==> src/hw/rtl/rfrd_pkg.sv <==
`timescale 1ns / 1ps
// ----------------------------------------------------------------------------
// rfrd_pkg
// Shared types and constants for the frame record deframer: header layout,
// check values, result kinds, error codes and the queued result word.
// ----------------------------------------------------------------------------
package rfrd_pkg;

  // Header layout: a fixed 32-byte little-endian block.
  localparam int HDR_BYTES = 32;
  localparam int HDR_IDX_W = $clog2(HDR_BYTES);
  localparam logic [HDR_IDX_W-1:0] HDR_LAST = HDR_IDX_W'(HDR_BYTES - 1);

  // Word slots of the header, selected by byte offset divided by four.
  localparam logic [2:0] SLOT_MAGIC  = 3'd0;
  localparam logic [2:0] SLOT_WIDTH  = 3'd2;
  localparam logic [2:0] SLOT_HEIGHT = 3'd3;
  localparam logic [2:0] SLOT_FORMAT = 3'd4;
  localparam logic [2:0] SLOT_SIZE   = 3'd5;
  localparam logic [2:0] SLOT_SEQ_LO = 3'd6;
  localparam logic [2:0] SLOT_SEQ_HI = 3'd7;

  // Check values.
  localparam logic [31:0] MAGIC_VALUE    = 32'h4752_4642;
  localparam logic [31:0] FORMAT_BGRA8   = 32'd2;
  localparam logic [14:0] DEFAULT_MAX_DIM = 15'd7680;

  // Dimension and register widths.
  localparam int DIM_W = 15;
  localparam int SEQ_W = 64;

  // Result kinds, carried on tuser of the output.
  typedef enum logic [1:0] {
    KIND_PAYLOAD = 2'd0,
    KIND_ACCEPT  = 2'd1,
    KIND_ERROR   = 2'd2
  } kind_t;

  // Header error codes.
  typedef enum logic [1:0] {
    ERR_MAGIC     = 2'd0,
    ERR_DIMENSION = 2'd1,
    ERR_FORMAT    = 2'd2,
    ERR_SIZE      = 2'd3
  } err_t;

  // Parser phase, one-hot.
  typedef enum logic [2:0] {
    PH_HEADER  = 3'b001,
    PH_PAYLOAD = 3'b010,
    PH_ERROR   = 3'b100
  } phase_t;

  // One result word as it travels from the front to the back.
  typedef struct packed {
    kind_t             kind;
    logic [7:0]        pbyte;
    logic              last;
    logic [DIM_W-1:0]  width;
    logic [DIM_W-1:0]  height;
    logic [SEQ_W-1:0]  seq;
    err_t              err;
  } result_t;

  // Handshake between the queue and its neighbors.
  typedef struct packed {
    logic valid;
    logic ready;
  } hs_t;

endpackage

==> src/hw/rtl/rfrd_front.sv <==
`timescale 1ns / 1ps
// ----------------------------------------------------------------------------
// rfrd_front
// Accepts stream bytes, collects the header, runs the header checks on the
// last header byte and classifies every byte into a result word or a drop.
// ----------------------------------------------------------------------------
module rfrd_front (
  input  logic                   clk,
  input  logic                   rst,
  input  logic                   s_tvalid,
  output logic                   s_tready,
  input  logic [7:0]             s_tdata,
  input  logic [0:0]             s_tuser,
  input  logic                   cfg_valid,
  output logic                   cfg_ready,
  input  logic [14:0]            cfg_data,
  output rfrd_pkg::hs_t          push_hs,
  input  logic                   push_full,
  output rfrd_pkg::result_t      push_data
);
  import rfrd_pkg::*;

  // Control state.
  phase_t                phase, phase_next;
  logic [HDR_IDX_W-1:0]  idx, idx_next;
  logic [14:0]           max_dim;

  // Header words and payload countdown.
  logic [31:0]           magic_word;
  logic [31:0]           width_word;
  logic [31:0]           height_word;
  logic [31:0]           format_word;
  logic [31:0]           size_word;
  logic [SEQ_W-1:0]      seq_word;
  logic [31:0]           remaining, remaining_next;
  logic [2*DIM_W-1:0]    area;

  // Per-byte decode.
  logic                  restart;
  logic                  take;
  phase_t                phase_cur;
  logic [HDR_IDX_W-1:0]  idx_cur;
  logic [31:0]           expect_size;
  logic                  bad_magic, bad_dim, bad_format, bad_size;

  assign s_tready  = !push_full;
  assign cfg_ready = 1'b1;

  assign restart   = s_tuser[0];
  assign take      = s_tvalid && s_tready;
  assign phase_cur = restart ? PH_HEADER : phase;
  assign idx_cur   = restart ? '0 : idx;

  // Width times height is ready long before the last header byte arrives.
  always_ff @(posedge clk) begin
    area <= width_word[DIM_W-1:0] * height_word[DIM_W-1:0];
  end

  assign expect_size = {area, 2'b00};

  // Header checks, in priority order magic, dimension, format, size.
  assign bad_magic  = (magic_word != MAGIC_VALUE);
  assign bad_dim    = (width_word == '0) || (height_word == '0) ||
                      (width_word > {17'd0, max_dim}) ||
                      (height_word > {17'd0, max_dim});
  assign bad_format = (format_word != FORMAT_BGRA8);
  assign bad_size   = (size_word != expect_size);

  // Classification and next state.
  always_comb begin
    phase_next      = phase;
    idx_next        = idx;
    remaining_next  = remaining;
    push_hs.valid   = 1'b0;
    push_hs.ready   = !push_full;
    push_data       = '0;
    push_data.kind  = KIND_PAYLOAD;
    push_data.err   = ERR_MAGIC;
    if (take) begin
      case (phase_cur)
        PH_HEADER: begin
          phase_next = PH_HEADER;
          if (idx_cur != HDR_LAST) begin
            idx_next = idx_cur + 1'b1;
          end else begin
            idx_next      = '0;
            push_hs.valid = 1'b1;
            if (bad_magic || bad_dim || bad_format || bad_size) begin
              phase_next     = PH_ERROR;
              push_data.kind = KIND_ERROR;
              if (bad_magic) begin
                push_data.err = ERR_MAGIC;
              end else if (bad_dim) begin
                push_data.err = ERR_DIMENSION;
              end else if (bad_format) begin
                push_data.err = ERR_FORMAT;
              end else begin
                push_data.err = ERR_SIZE;
              end
            end else begin
              phase_next       = PH_PAYLOAD;
              remaining_next   = size_word;
              push_data.kind   = KIND_ACCEPT;
              push_data.width  = width_word[DIM_W-1:0];
              push_data.height = height_word[DIM_W-1:0];
              push_data.seq    = {s_tdata, seq_word[SEQ_W-9:0]};
            end
          end
        end
        PH_PAYLOAD: begin
          push_hs.valid   = 1'b1;
          push_data.kind  = KIND_PAYLOAD;
          push_data.pbyte = s_tdata;
          if (remaining <= 32'd1) begin
            push_data.last = 1'b1;
            remaining_next = '0;
            phase_next     = PH_HEADER;
            idx_next       = '0;
          end else begin
            remaining_next = remaining - 32'd1;
          end
        end
        default: begin
          // Error phase and unused codes drop the byte.
          phase_next = phase;
        end
      endcase
    end
  end

  // Control registers.
  always_ff @(posedge clk) begin
    if (rst) begin
      phase   <= PH_HEADER;
      idx     <= '0;
      max_dim <= DEFAULT_MAX_DIM;
    end else begin
      phase <= phase_next;
      idx   <= idx_next;
      if (cfg_valid && cfg_ready) begin
        max_dim <= cfg_data;
      end
    end
  end

  // Header byte store, one byte lane per accepted header byte.
  always_ff @(posedge clk) begin
    remaining <= remaining_next;
    if (take && phase_cur == PH_HEADER) begin
      case (idx_cur[4:2])
        SLOT_MAGIC:  magic_word[{idx_cur[1:0], 3'b000} +: 8]  <= s_tdata;
        SLOT_WIDTH:  width_word[{idx_cur[1:0], 3'b000} +: 8]  <= s_tdata;
        SLOT_HEIGHT: height_word[{idx_cur[1:0], 3'b000} +: 8] <= s_tdata;
        SLOT_FORMAT: format_word[{idx_cur[1:0], 3'b000} +: 8] <= s_tdata;
        SLOT_SIZE:   size_word[{idx_cur[1:0], 3'b000} +: 8]   <= s_tdata;
        SLOT_SEQ_LO, SLOT_SEQ_HI: seq_word[{idx_cur[2:0], 3'b000} +: 8] <= s_tdata;
        default: ;
      endcase
    end
  end

endmodule

==> src/hw/rtl/rfrd_queue.sv <==
`timescale 1ns / 1ps
// ----------------------------------------------------------------------------
// rfrd_queue
// Two-entry result queue between the front and the back, so that each side
// can stall without holding up the other.
// ----------------------------------------------------------------------------
module rfrd_queue (
  input  logic                clk,
  input  logic                rst,
  input  rfrd_pkg::hs_t       push_hs,
  input  rfrd_pkg::result_t   push_data,
  output logic                full,
  output logic                pop_valid,
  input  logic                pop,
  output rfrd_pkg::result_t   pop_data
);
  import rfrd_pkg::*;

  result_t     mem [2];
  logic        wr_ptr;
  logic        rd_ptr;
  logic [1:0]  count;
  logic        do_push;
  logic        do_pop;

  assign full      = (count == 2'd2);
  assign pop_valid = (count != 2'd0);
  assign pop_data  = mem[rd_ptr];
  assign do_push   = push_hs.valid && push_hs.ready;
  assign do_pop    = pop && pop_valid;

  // Storage.
  always_ff @(posedge clk) begin
    if (do_push) begin
      mem[wr_ptr] <= push_data;
    end
  end

  // Pointers and fill count.
  always_ff @(posedge clk) begin
    if (rst) begin
      wr_ptr <= 1'b0;
      rd_ptr <= 1'b0;
      count  <= 2'd0;
    end else begin
      if (do_push) begin
        wr_ptr <= !wr_ptr;
      end
      if (do_pop) begin
        rd_ptr <= !rd_ptr;
      end
      case ({do_push, do_pop})
        2'b10:   count <= count + 2'd1;
        2'b01:   count <= count - 2'd1;
        default: count <= count;
      endcase
    end
  end

endmodule

==> src/hw/rtl/rfrd_back.sv <==
`timescale 1ns / 1ps
// ----------------------------------------------------------------------------
// rfrd_back
// Output stage: takes result words from the queue into the output register
// and packs them onto the master stream.
// ----------------------------------------------------------------------------
module rfrd_back (
  input  logic                clk,
  input  logic                rst,
  input  logic                pop_valid,
  output logic                pop,
  input  rfrd_pkg::result_t   pop_data,
  output logic                m_tvalid,
  input  logic                m_tready,
  output logic [103:0]        m_tdata,
  output logic [1:0]          m_tuser,
  output logic                m_tlast
);
  import rfrd_pkg::*;

  result_t out_word;

  // Load whenever the register is empty or its word is being taken.
  assign pop = pop_valid && (!m_tvalid || m_tready);

  always_ff @(posedge clk) begin
    if (rst) begin
      m_tvalid <= 1'b0;
    end else if (!m_tvalid || m_tready) begin
      m_tvalid <= pop_valid;
    end
  end

  always_ff @(posedge clk) begin
    if (pop) begin
      out_word <= pop_data;
    end
  end

  // Pack fields from the lowest bit up.
  assign m_tdata = {out_word.err, out_word.seq, out_word.height,
                    out_word.width, out_word.pbyte};
  assign m_tuser = out_word.kind;
  assign m_tlast = out_word.last;

endmodule

==> src/hw/rtl/raw_frame_record_deframer.sv <==
`timescale 1ns / 1ps
// A result word is written into the queue at the edge that accepts its byte (the
// front is combinational) and moves into the output register once that register is
// empty or its word is being taken. Throughput: one byte per cycle, header and
// payload alike, while the result queue is not full; its two entries let the slave
// side keep taking bytes during an output stall until both are in use.
// Reset (synchronous, rst high): parser at header start, queue and output
// empty, max_dimension back to 7680.
// ----------------------------------------------------------------------------
// raw_frame_record_deframer
// Splits a byte stream of video frame records into header results and
// payload bytes, with header checks and drop-until-restart on error.
// ----------------------------------------------------------------------------
module raw_frame_record_deframer (
  input  logic          clk,
  input  logic          rst,
  input  logic          s_tvalid,
  output logic          s_tready,
  input  logic [7:0]    s_tdata,   // [7:0] data_byte
  input  logic [0:0]    s_tuser,   // [0] restart
  input  logic          cfg_valid,
  output logic          cfg_ready,
  input  logic [14:0]   cfg_data,  // [14:0] max_dimension
  output logic          m_tvalid,
  input  logic          m_tready,
  output logic [103:0]  m_tdata,   // [7:0] payload_byte, [22:8] frame_width,
                                   // [37:23] frame_height,
                                   // [101:38] frame_sequence, [103:102] error_code
  output logic [1:0]    m_tuser,   // [1:0] result_kind
  output logic          m_tlast    // last_of_frame
);
  import rfrd_pkg::*;

  hs_t      push_hs;
  result_t  push_data;
  logic     push_full;
  logic     pop_valid;
  logic     pop;
  result_t  pop_data;

  rfrd_front u_front (
    .clk       (clk),
    .rst       (rst),
    .s_tvalid  (s_tvalid),
    .s_tready  (s_tready),
    .s_tdata   (s_tdata),
    .s_tuser   (s_tuser),
    .cfg_valid (cfg_valid),
    .cfg_ready (cfg_ready),
    .cfg_data  (cfg_data),
    .push_hs   (push_hs),
    .push_full (push_full),
    .push_data (push_data)
  );

  rfrd_queue u_queue (
    .clk       (clk),
    .rst       (rst),
    .push_hs   (push_hs),
    .push_data (push_data),
    .full      (push_full),
    .pop_valid (pop_valid),
    .pop       (pop),
    .pop_data  (pop_data)
  );

  rfrd_back u_back (
    .clk       (clk),
    .rst       (rst),
    .pop_valid (pop_valid),
    .pop       (pop),
    .pop_data  (pop_data),
    .m_tvalid  (m_tvalid),
    .m_tready  (m_tready),
    .m_tdata   (m_tdata),
    .m_tuser   (m_tuser),
    .m_tlast   (m_tlast)
  );

endmodule

==> config.mk <==
export PLATFORM = sky130hd
export DESIGN_NAME = raw_frame_record_deframer
export DESIGN_NICKNAME = d
export VERILOG_FILES = /design/src/hw/rtl/rfrd_pkg.sv /design/src/hw/rtl/rfrd_front.sv /design/src/hw/rtl/rfrd_queue.sv /design/src/hw/rtl/rfrd_back.sv /design/src/hw/rtl/raw_frame_record_deframer.sv
export SDC_FILE = /design/constraint.sdc
export NUM_CORES = 1
export LEC_CHECK = 0
export BUFFER_PORTS_ARGS = -buffer_cell sky130_fd_sc_hd__buf_4
export CAP_MARGIN = 0
export CORE_MARGIN = 2
export CORE_UTILIZATION = 65
export DETAILED_ROUTE_END_ITERATION = 8
export GPL_ROUTABILITY_DRIVEN = 1
export HOLD_SLACK_MARGIN = 0.06
export PLACE_DENSITY = 0.83
export SYNTH_ARGS = -nofsm -noshare
export SYNTH_HDL_FRONTEND = slang
export SYNTH_HIERARCHICAL = 1
export SYNTH_SLANG_ARGS = --single-unit
==> constraint.sdc <==
create_clock -name clk -period 17.79 [get_ports clk]
set_input_delay 4.4475 -clock clk [delete_from_list [all_inputs] [get_ports clk]]
set_output_delay 4.4475 -clock clk [all_outputs]
set_load 0.02 [all_outputs]
==> impl_metrics.env, run 1 <==
export IMPL_ys_warn_count=6
export IMPL_routed_wl_mm=69.2
export IMPL_synth_top_area_frac=0.536
export IMPL_port_buffers=137
export IMPL_crit_chain="buf_4 > nand2b_1 > inv_1 > ha_1 > nand2_1 > nor2_1 > ha_1 > nand2_1 > or4_1 > a2111oi_4 > buf_4 > or2_1 > buf_4"
export IMPL_cts_root_buf="clkbuf_16"
export IMPL_setup_viol=0
export IMPL_drv_cap=0
export IMPL_setup_tns_ns=0
export IMPL_synth_seq_cells=628
export IMPL_track_usage=0.281
export IMPL_clk_latency_ns=0.62
export IMPL_synthTopCellsByArea="edfxtp_1 54%, fa_1 10%, and2_1 6.3%"
export IMPL_leakage_uw=0.0129
export IMPL_crit_arrival_ns=8.28
export IMPL_row_count=81
export IMPL_syn_area_um2=31900
export IMPL_synthArstFlopShare=0
export IMPL_cts_setup_buffers=0
export IMPL_cts_num_sinks=628
export IMPL_antenna_found_initial=1
export IMPL_vias_per_cell=6.02
export IMPL_wl_per_cell_um=21.8
export IMPL_nNetsFinal=2828
export IMPL_die_area_um2=50800
export IMPL_drtIter0Drc=1590
export IMPL_slowest_stage="buf_4"
export IMPL_criticalPathCategory="in2reg"
export IMPL_synth_edf_count=569
export IMPL_hp_class="reg2reg"
export IMPL_htreeDepth=2
export IMPL_end_kind="flip-flop"
export IMPL_critPathRequiredTime_ns=18.05
export IMPL_final_cell_area_um2=35300
export IMPL_syn_num_nets=2699
export IMPL_worstPathMaxFanout=98
export IMPL_max_freq_mhz=125
export IMPL_fin_skew_ns=0.0160
export IMPL_syn_area_per_cell_um2=13.4
export IMPL_ant_nets=0
export IMPL_cts_hold_buf=0
export IMPL_grt_pass1_vias=20200
export IMPL_drc=0
export IMPL_clk_pin_slew_ns=0.06
export IMPL_hold_violations=0
export IMPL_areaGrowthSynthToFinish_pct=10.9
export IMPL_grt_max_degree=99
export IMPL_dpl_hpwl_mm=47.2
export IMPL_placed_area_um2=33400
export IMPL_first_pass_iters=6
export IMPL_fin_crit_ns=8.02
export IMPL_grt_pass1_wl_mm=109
export IMPL_die_h_um=225
export IMPL_cpPeakStageDelay_ns=0.71
export IMPL_crit_top_cell="buf_4"
export IMPL_ys_flop_type="edfxtp_1"
export IMPL_status="complete, no violations"
export IMPL_fin_crit_sh=0.451
export IMPL_vias=19100
export IMPL_yosys_area_top_type="edfxtp_1"
export IMPL_syn_inst=2370
export IMPL_coreArea_um2=48600
export IMPL_drive_above_1_share=0.143
export IMPL_crit_family="buffers and inverters"
export IMPL_num_io_pins=139
export IMPL_slew_viol_final=0
export IMPL_clockBufferDepth=3
export IMPL_die_w_um=225
export IMPL_rsz0062_at_grt="false"
export IMPL_antenna_cells=0
export IMPL_worstSetupStartpointType="primary input"
export IMPL_synth_distinct_cells=74
export IMPL_ir_drop_uv=66.4
export IMPL_cts_resized=0
export IMPL_gp_congestion=0.910
export IMPL_grt_ovfl_total=0
export IMPL_numCtsBuffers=58
export IMPL_worst_pin_slew_ns=1.28
export IMPL_yosysSeqAreaShare=0.573
export IMPL_crit_buf_inv=4
export IMPL_tritoncts="built"
export IMPL_power_density_nw_per_um2=81.4
export IMPL_initial_core_util=0.655
export IMPL_relSlewSlack=0.137
[worst min-delay path: stages, from the launching register on]
cell and delay (ns):
dfxtp_1 0.33, nand2_1 0.06, a21oi_1 0.05
[cells in the mapped netlist, types with 3 or more instances]
library cell and number:
nand2_1 164, a31oi_1 4, and2_1 319, buf_2 13
nor3_1 21, a2111oi_0 3, a21o_1 15, xor2_1 15
nor2b_1 8, edfxtp_1 569, o211ai_1 8, o21a_1 13
or3_1 7, nor2_1 67, inv_1 253, dfxtp_1 59
mux2i_1 13, o21ai_0 34, nand2b_1 6, buf_6 4
and4_1 3, o31ai_1 13, a21oi_1 34, xnor2_1 68
nor4b_1 8, ha_1 133, a211oi_1 5, and3_1 13
a22oi_1 3, or4_1 8, clkbuf_1 65, nor3b_1 3
mux2_2 107, nand3_1 18, fa_1 167, o21ai_1 8
nor4bb_1 3, o21bai_1 5, nor4_1 41, nand4_1 28
[cells by family after synthesis]
logic type	count (synthesis)	share of synthesized area
AND/OR/NAND/NOR	732	0.127
AO/OA/AOI/OAI	169	0.0357
flip-flops	628	0.573
adder cells (fa/ha/maj)	300	0.157
other	1	0.000118
multiplexers	120	0.0419
XOR/XNOR	83	0.0228
buffers and inverters	337	0.0414
[placed cells by master, fill, tap and decap left out, types with 12 or more instances in the layout]
| cell type | instances |
|---|---|
| nand2_1 | 164 |
| fa_1 | 167 |
| nor4_1 | 41 |
| o31ai_1 | 13 |
| clkbuf_16 | 59 |
| nand3_1 | 18 |
| a21oi_1 | 34 |
| xnor2_1 | 68 |
| and3_1 | 12 |
| edfxtp_1 | 569 |
| mux2_2 | 107 |
| a21o_1 | 15 |
| mux2i_1 | 13 |
| clkinv_1 | 12 |
| ha_1 | 133 |
| o21ai_0 | 34 |
| o21a_1 | 13 |
| dfxtp_1 | 58 |
| and2_1 | 319 |
| buf_4 | 153 |
| nor2_1 | 66 |
| nand4_1 | 28 |
| xor2_1 | 15 |
| inv_1 | 253 |
| nor3_1 | 21 |
[path summary, 6_finish.rpt]
path | slack [ns] | depth (start not counted) | end | start
max | 9.77 | 13 | u_front/remaining[30] | s_tuser
min | 0.49 | 2 | u_front/idx[1] | u_front/idx[1]
max reg2reg | 10.73 | 21 | u_front/area[29] | u_front/width_word[6]
min reg2reg | 0.49 | 2 | u_front/idx[1] | u_front/idx[1]
[layout make-up]
| class | count | area [um2] |
|---|---|---|
| fill | 2996 | 13300 |
| multi-input combinational | 1405 | 12300 |
| clock buffer | 70 | 1540 |
| timing repair buffer | 153 | 1150 |
| sequential | 628 | 18300 |
| inverter | 253 | 950 |
| clock inverter | 38 | 374 |
| tap | 622 | 778 |
[layer usage]
| metal | GRT usage | part of all wire | up-vias |
|---|---|---|---|
| met3 | 0.0522 | 0.078 | 194 |
| li1 | - | - | 8465 |
| met2 | 0.478 | 0.50 | 918 |
| met1 | 0.365 | 0.39 | 9505 |
| met4 | 0.103 | 0.034 | 0 |
| met5 | 0 | 0 | - |
[metrics by stage]
step	setup slack [ns]	total power [uW]	util	cells	hold slack (ns)
after floorplan	6.79	1650	-	2370	0.446
after global placement	9.33	1670	0.687	3061	0.477
after detailed placement	9.21	1670	0.687	3061	0.479
after CTS	9.82	2890	0.727	3169	0.485
after global routing	9.49	2950	0.727	3169	0.509
final	9.77	2880	0.727	3169	0.489
[report_power, final]
group / switching (uW) / total [uW] / internal [uW]
Combinational: 29.4 / 43.6 / 14.1
Clock: 533 / 1240 / 706
Sequential: 2.43 / 1590 / 1590
Total: 565 / 2880 / 2310
[state kept, by name, summed over array words and instances, names as in the netlist, named ones only]
name	cells
u_back/m_tlast	1
u_back/m_tdata	104
u_front/max_dim	15
u_back/m_tuser	2
u_front/phase	3
u_queue/count	2
u_front/idx	5
u_queue/mem	214
u_back/m_tvalid	1
u_front/seq_word	56
u_queue/rd_ptr	1
u_front/size_word	32
u_front/area	30
u_front/height_word	32
u_front/magic_word	32
u_front/width_word	32
u_queue/wr_ptr	1
u_front/remaining	32
u_front/format_word	32
No activity file was read; power rests on OpenSTA's default activity.
==> inputs of run 2 (changes only) <==
--- a/config.mk
+++ b/config.mk
@@ -8,11 +8,11 @@
 export BUFFER_PORTS_ARGS = -buffer_cell sky130_fd_sc_hd__buf_4
 export CAP_MARGIN = 0
 export CORE_MARGIN = 2
-export CORE_UTILIZATION = 65
+export CORE_UTILIZATION = 62
 export DETAILED_ROUTE_END_ITERATION = 8
 export GPL_ROUTABILITY_DRIVEN = 1
 export HOLD_SLACK_MARGIN = 0.06
-export PLACE_DENSITY = 0.83
+export PLACE_DENSITY = 0.8
 export SYNTH_ARGS = -nofsm -noshare
 export SYNTH_HDL_FRONTEND = slang
 export SYNTH_HIERARCHICAL = 1
==> constraint.sdc (replaced) <==
create_clock -name clk -period 7.9 [get_ports clk]
set_input_delay 1.975 -clock clk [delete_from_list [all_inputs] [get_ports clk]]
set_output_delay 1.975 -clock clk [all_outputs]
set_load 0.02 [all_outputs]
==> run 2 against run 1 <==
Against the previous run: design area rose by 0.53%; critical path depth rose by 8; combinational power rose by 130%; non-clock buffer count rose by 12; sequential share of layout area fell by 0.27 points; worst setup slack got worse by 8.6 ns; cell count rose by 2.3%; clock skew rose by 0.013 ns; clock-buffer cell count rose by 1; worst hold slack got worse by 0.0015 ns; largest cell class unchanged; highest routed layer unchanged.
==> impl_metrics.env, run 2 (same netlist as run 1, synthesis figures left out) <==
export IMPL_status="complete, no violations"
export IMPL_coreArea_um2=51100
export IMPL_port_buffers=137
export IMPL_layout_commonest_cell="edfxtp_1"
export IMPL_reg2reg_to="u_front/area[28]"
export IMPL_critPathRequiredTime_ns=8.41
export IMPL_drv_cap=0
export IMPL_crit_arrival_ns=7.20
export IMPL_clk_pin_slew_ns=0.06
export IMPL_largest_register_ffs=214
export IMPL_r2r_start="u_front/width_word[9]"
export IMPL_power_switching_share=0.202
export IMPL_htreeDepth=2
export IMPL_routed_wl_mm=74.1
export IMPL_wl_per_cell_um=22.8
export IMPL_r2r_slack_ns=1.20
export IMPL_antenna_cells=0
export IMPL_antenna_found_initial=0
export IMPL_largest_register="u_queue/mem"
export IMPL_initial_core_util=0.624
export IMPL_cts_root_buf="clkbuf_16"
export IMPL_drtIter0Drc=1912
export IMPL_power_density_nw_per_um2=182
export IMPL_dpl_hpwl_mm=50.3
export IMPL_hold_violations=0
export IMPL_areaGrowthSynthToFinish_pct=11.5
export IMPL_pwr_share_comb=0.016
export IMPL_rsz0062_at_grt="false"
export IMPL_placed_area_um2=33600
export IMPL_reg2reg_depth=21
export IMPL_gp_congestion=0.923
export IMPL_relSlewSlack=0.247
export IMPL_clk_latency_ns=0.64
export IMPL_track_usage=0.285
export IMPL_worstSetupStartpointType="flip-flop"
export IMPL_finalPower_uw=6480
export IMPL_fin_skew_ns=0.0291
export IMPL_die_area_um2=53200
export IMPL_nNetsFinal=2841
export IMPL_die_h_um=231
export IMPL_setup_tns_ns=0
export IMPL_timing_hold_ws_ns=0.487
export IMPL_final_cell_area_um2=35500
export IMPL_end_kind="flip-flop"
export IMPL_vias_per_cell=5.91
export IMPL_slew_viol_final=0
export IMPL_drive_above_1_share=0.145
export IMPL_criticalPathCategory="reg2reg"
export IMPL_max_freq_mhz=149
export IMPL_grt_max_degree=108
export IMPL_fin_crit_sh=0.847
export IMPL_cts_hold_buf=0
export IMPL_grt_pass1_wl_mm=115
export IMPL_p_int_uw=5170
export IMPL_seqPwrFrac=0.554
export IMPL_clockBufferDepth=3
export IMPL_pwr_share_clk=0.430
export IMPL_first_pass_iters=5
export IMPL_worstPathMaxFanout=18
export IMPL_leakage_uw=0.0130
export IMPL_row_count=83
export IMPL_num_io_pins=139
export IMPL_ir_drop_uv=169
export IMPL_numCtsBuffers=59
export IMPL_cts_resized=0
export IMPL_hp_class="reg2reg"
export IMPL_grt_ovfl_total=0
export IMPL_crit_start="u_front/width_word[9]"
export IMPL_cts_num_sinks=628
export IMPL_power_switching_uw=1310
export IMPL_tritoncts="built"
export IMPL_setup_viol=0
export IMPL_cts_setup_buffers=0
export IMPL_drc=0
export IMPL_endpoint="u_front/area[28]"
export IMPL_worst_pin_slew_ns=1.13
export IMPL_die_w_um=231
export IMPL_fin_crit_ns=6.70
export IMPL_fin_util=0.695
export IMPL_mostFrequentLayoutCells="569 x edfxtp_1, 319 x and2_1, 253 x inv_1"
export IMPL_ant_nets=0
export IMPL_vias=19200
export IMPL_grt_pass1_vias=19600
==> run 2: cell count changes in the layout (fill, tap and decap cells not counted), sizes merged <==
cell	before	now
bufinv	6	5
buf	153	165
clkinv	21	31
inv	257	258
clkinvlp	7	0
clkbuf	70	71
==> run 2: layer usage <==
metal,routed length [um],GRT usage,vias up
li1,-,-,8482
met1,29800,0.401,9630
met2,35500,0.456,917
met3,6500,0.0531,153
met4,2330,0.0879,0
met5,0,0,-
==> run 2: power groups by stage <==
| stage | combinational, uW | sequential (uW) | clock [uW] |
|---|---|---|---|
| after floorplan | 52.6 | 3660 | 0 |
| after global placement | 94.6 | 3660 | 0 |
| after detailed placement | 98.0 | 3660 | 0 |
| after CTS | 100 | 3590 | 2820 |
| after global routing | 108 | 3590 | 2940 |
| final | 101 | 3590 | 2790 |
==> run 2: metrics by stage <==
step                setup WS [ns]  cells
finish                       1.20   3243
detailed placement           1.32   3131
CTS                          1.27   3243
global placement             1.39   3131
global route                0.908   3243
floorplan                    1.17   2370
==> run 2: worst min path at each step <==
stage	start	to	slack [ns]	depth (start not counted)
after floorplan	u_front/idx[1]	u_front/idx[1]	0.45	2
after global placement	u_front/idx[1]	u_front/idx[1]	0.45	2
after detailed placement	u_front/idx[1]	u_front/idx[1]	0.47	2
after CTS	u_front/idx[1]	u_front/idx[1]	0.48	2
after global routing	u_back/m_tvalid	u_back/m_tvalid	0.52	2
final	u_front/idx[1]	u_front/idx[1]	0.49	2
==> run 2: cell type report <==
| cell class | count | area [um2] |
|---|---|---|
| sequential | 628 | 18300 |
| inverter | 253 | 950 |
| clock buffer | 71 | 1520 |
| tap | 680 | 851 |
| fill | 3355 | 15600 |
| clock inverter | 41 | 389 |
| timing repair buffer | 165 | 1260 |
| multi-input combinational | 1405 | 12300 |
==> run 2: worst max-delay path, stage by stage (launching register included) <==
cell      delay, ns
edfxtp_1       0.71
and2_1         0.33
fa_1           0.50
inv_1          0.06
fa_1           0.52
inv_1          0.05
fa_1           0.51
inv_1          0.06
fa_1           0.54
inv_1          0.06
fa_1           0.49
inv_1          0.06
fa_1           0.48
inv_1          0.05
ha_1           0.37
and4_1         0.26
o211a_1        0.20
a22oi_1        0.18
o2111a_1       0.33
or3_1          0.37
and3_1         0.16
a311o_1        0.32
==> inputs of run 3 (changes only) <==
--- a/config.mk
+++ b/config.mk
@@ -5,6 +5,7 @@
 export SDC_FILE = /design/constraint.sdc
 export NUM_CORES = 1
 export LEC_CHECK = 0
+export ABC_AREA = 1
 export BUFFER_PORTS_ARGS = -buffer_cell sky130_fd_sc_hd__buf_4
 export CAP_MARGIN = 0
 export CORE_MARGIN = 2
==> constraint.sdc (replaced) <==
create_clock -name clk -period 6.3 [get_ports clk]
set_input_delay 1.575 -clock clk [delete_from_list [all_inputs] [get_ports clk]]
set_output_delay 1.575 -clock clk [all_outputs]
set_load 0.02 [all_outputs]
==> run 3 against run 2 <==
Against the previous run: via count grew 11%; sequential share of layout area fell by 1.4 points; global-route usage fell by 0.25 points; register-to-register slack lost 0.83 ns; maximum frequency is 13% higher; sequential power rose by 30%; design area rose by 2.9%; routed wire length rose by 3.0%; synthesized area is 3.6% higher; utilization hardly changed; synthesized cell count grew 24%; clock power rose by 25%.
==> impl_metrics.env, run 3 <==
export IMPL_criticalPathCategory="reg2reg"
export IMPL_critPathRequiredTime_ns=6.85
export IMPL_grt_ovfl_total=0
export IMPL_yosysSeqAreaShare=0.554
export IMPL_status="complete, no violations"
export IMPL_initial_core_util=0.628
export IMPL_synthTopCellsByArea="edfxtp_1 52%, fa_1 10%, inv_1 6.2%"
export IMPL_numCtsBuffers=59
export IMPL_routed_wl_mm=76.3
export IMPL_layout_area_seq_um2=18300
export IMPL_synth_distinct_cells=52
export IMPL_worst_pin_slew_ns=1.01
export IMPL_drc=0
export IMPL_synthArstFlopShare=0
export IMPL_die_h_um=235
export IMPL_synth_seq_cells=628
export IMPL_htreeDepth=2
export IMPL_yosys_area_top_type="edfxtp_1"
export IMPL_syn_area_um2=33000
export IMPL_syn_inst=2948
export IMPL_ys_warn_count=6
export IMPL_ir_drop_uv=169
export IMPL_drive_above_1_share=0.155
export IMPL_worstSetupStartpointType="flip-flop"
export IMPL_synth_top_area_frac=0.518
export IMPL_clk_latency_ns=0.64
export IMPL_syn_area_per_cell_um2=11.2
export IMPL_clockBufferDepth=3
export IMPL_fin_util=0.696
export IMPL_vias=21200
export IMPL_first_pass_iters=6
export IMPL_num_io_pins=139
export IMPL_drv_cap=0
export IMPL_grt_pass1_wl_mm=121
export IMPL_grt_max_degree=60
export IMPL_hp_class="reg2reg"
export IMPL_multi_input_area_um2=12000
export IMPL_port_buffers=137
export IMPL_worstPathMaxFanout=10
export IMPL_cts_resized=0
export IMPL_dpl_hpwl_mm=54.6
export IMPL_nNetsFinal=3405
export IMPL_die_w_um=235
export IMPL_setup_viol=0
export IMPL_layout_commonest_cell="edfxtp_1"
export IMPL_gp_congestion=0.940
export IMPL_cts_root_buf="clkbuf_16"
export IMPL_synth_edf_count=569
export IMPL_antenna_cells=0
export IMPL_rsz0062_at_grt="false"
export IMPL_leakage_uw=0.0151
export IMPL_cts_setup_buffers=0
export IMPL_vias_per_cell=5.56
export IMPL_clk_pin_slew_ns=0.07
export IMPL_coreArea_um2=52600
export IMPL_setup_tns_ns=0
export IMPL_largest_register_ffs=214
export IMPL_antenna_found_initial=0
export IMPL_fin_crit_sh=0.941
export IMPL_end_kind="flip-flop"
export IMPL_relSlewSlack=0.324
export IMPL_wl_per_cell_um=20.0
export IMPL_grt_pass1_vias=21900
export IMPL_row_count=84
export IMPL_fin_skew_ns=0.0309
export IMPL_synthTopCellsByCount="569 x edfxtp_1, 547 x inv_1, 482 x nand2_1, 329 x nor2_1, 167 x fa_1"
export IMPL_areaGrowthSynthToFinish_pct=10.8
export IMPL_cts_num_sinks=628
export IMPL_power_density_nw_per_um2=256
export IMPL_syn_num_nets=3277
export IMPL_hold_violations=0
export IMPL_mostFrequentLayoutCells="569 x edfxtp_1, 547 x inv_1, 482 x nand2_1"
export IMPL_max_freq_mhz=169
export IMPL_synth_most_common_cell="edfxtp_1"
export IMPL_ys_flop_type="edfxtp_1"
export IMPL_ant_nets=0
export IMPL_die_area_um2=55100
export IMPL_tritoncts="built"
export IMPL_crit_arrival_ns=6.47
export IMPL_nFillCells=3573
export IMPL_track_usage=0.282
export IMPL_slew_viol_final=0
export IMPL_largest_register="u_queue/mem"
export IMPL_fin_crit_ns=5.93
export IMPL_cts_hold_buf=0
export IMPL_drtIter0Drc=1909
==> run 3: cell types whose count changed in the layout (fill, tap and decap cells not counted), moves of 39 or more <==
cell     previous run  this run
inv_2               0        43
xnor2_1            68        29
and2_1            319         3
nor2_1             66       327
nand2_1           164       482
inv_1             253       547
==> run 3: per-layer routing <==
metal,vias to the layer above,wire [um],global-route usage,share of wire
met4,0,2980,0.107,0.039
met1,10300,30100,0.378,0.40
met2,1036,36700,0.465,0.48
met5,-,0,0,0
met3,204,6480,0.0505,0.085
li1,9679,-,-,-
==> run 3: critical path: stages (launching register included) <==
cell	delay, ns
edfxtp_1	0.75
buf_4	0.33
nand2_1	0.08
inv_1	0.13
fa_1	0.20
inv_1	0.07
fa_1	0.51
inv_1	0.05
fa_1	0.50
inv_1	0.06
fa_1	0.55
inv_1	0.05
fa_1	0.48
inv_1	0.05
fa_1	0.47
inv_1	0.05
ha_1	0.32
a21oi_1	0.21
o21ai_0	0.17
a21oi_1	0.27
inv_1	0.08
nand2_1	0.06
nand2_1	0.08
a21oi_1	0.18
xnor2_1	0.13
==> run 3: worst paths after layout <==
kind / end / from / depth (start not counted) / slack [ns]
max: u_front/area[19] / u_front/height_word[4] / 24 / 0.37
min reg2reg: u_front/idx[4] / u_front/idx[4] / 2 / 0.47
max reg2reg: u_front/area[19] / u_front/height_word[4] / 24 / 0.37
min: u_front/idx[4] / u_front/idx[4] / 2 / 0.47
==> run 3: kinds of logic after synthesis <==
family / Yosys count / synth area share
AOI/OAI and AO/OA: 167 / 0.0281
xor gates and xnor gates: 65 / 0.0172
adders and majority gates: 300 / 0.152
buffers and inverters: 694 / 0.0836
DFF: 628 / 0.554
muxes: 107 / 0.0399
other: 1 / 0.000114
and+or+nand+nor: 986 / 0.126
==> run 3: area by class of cell <==
cell class	count	area share
tap	688	0.0235
timing repair buffer	168	0.0345
inverter	593	0.0609
clock buffer	69	0.0422
clock inverter	43	0.0103
multi-input combinational	1626	0.329
sequential	628	0.500
==> run 3: power breakdown <==
part           internal [uW]  switching (uW)
combinational            453             773
sequential              4590            67.9
clock                   1910            1580
total                   6950            2420
==> run 3: metrics by stage <==
| step | hold slack [ns] | cells | total power, uW | area (um2) | setup slack, ns |
|---|---|---|---|---|---|
| 4_1_cts | 0.472 | 3815 | 9410 | 36600 | 0.471 |
| 3_3_place_gp | 0.450 | 3703 | 5940 | 34600 | 0.540 |
| 2_1_floorplan | 0.441 | 2948 | 5590 | 33000 | -0.265 |
| 5_1_grt | 0.503 | 3815 | 9740 | 36600 | 0.140 |
| 3_5_place_dp | 0.462 | 3703 | 5960 | 34600 | 0.529 |
| 6_report | 0.471 | 3815 | 9370 | 36600 | 0.373 |
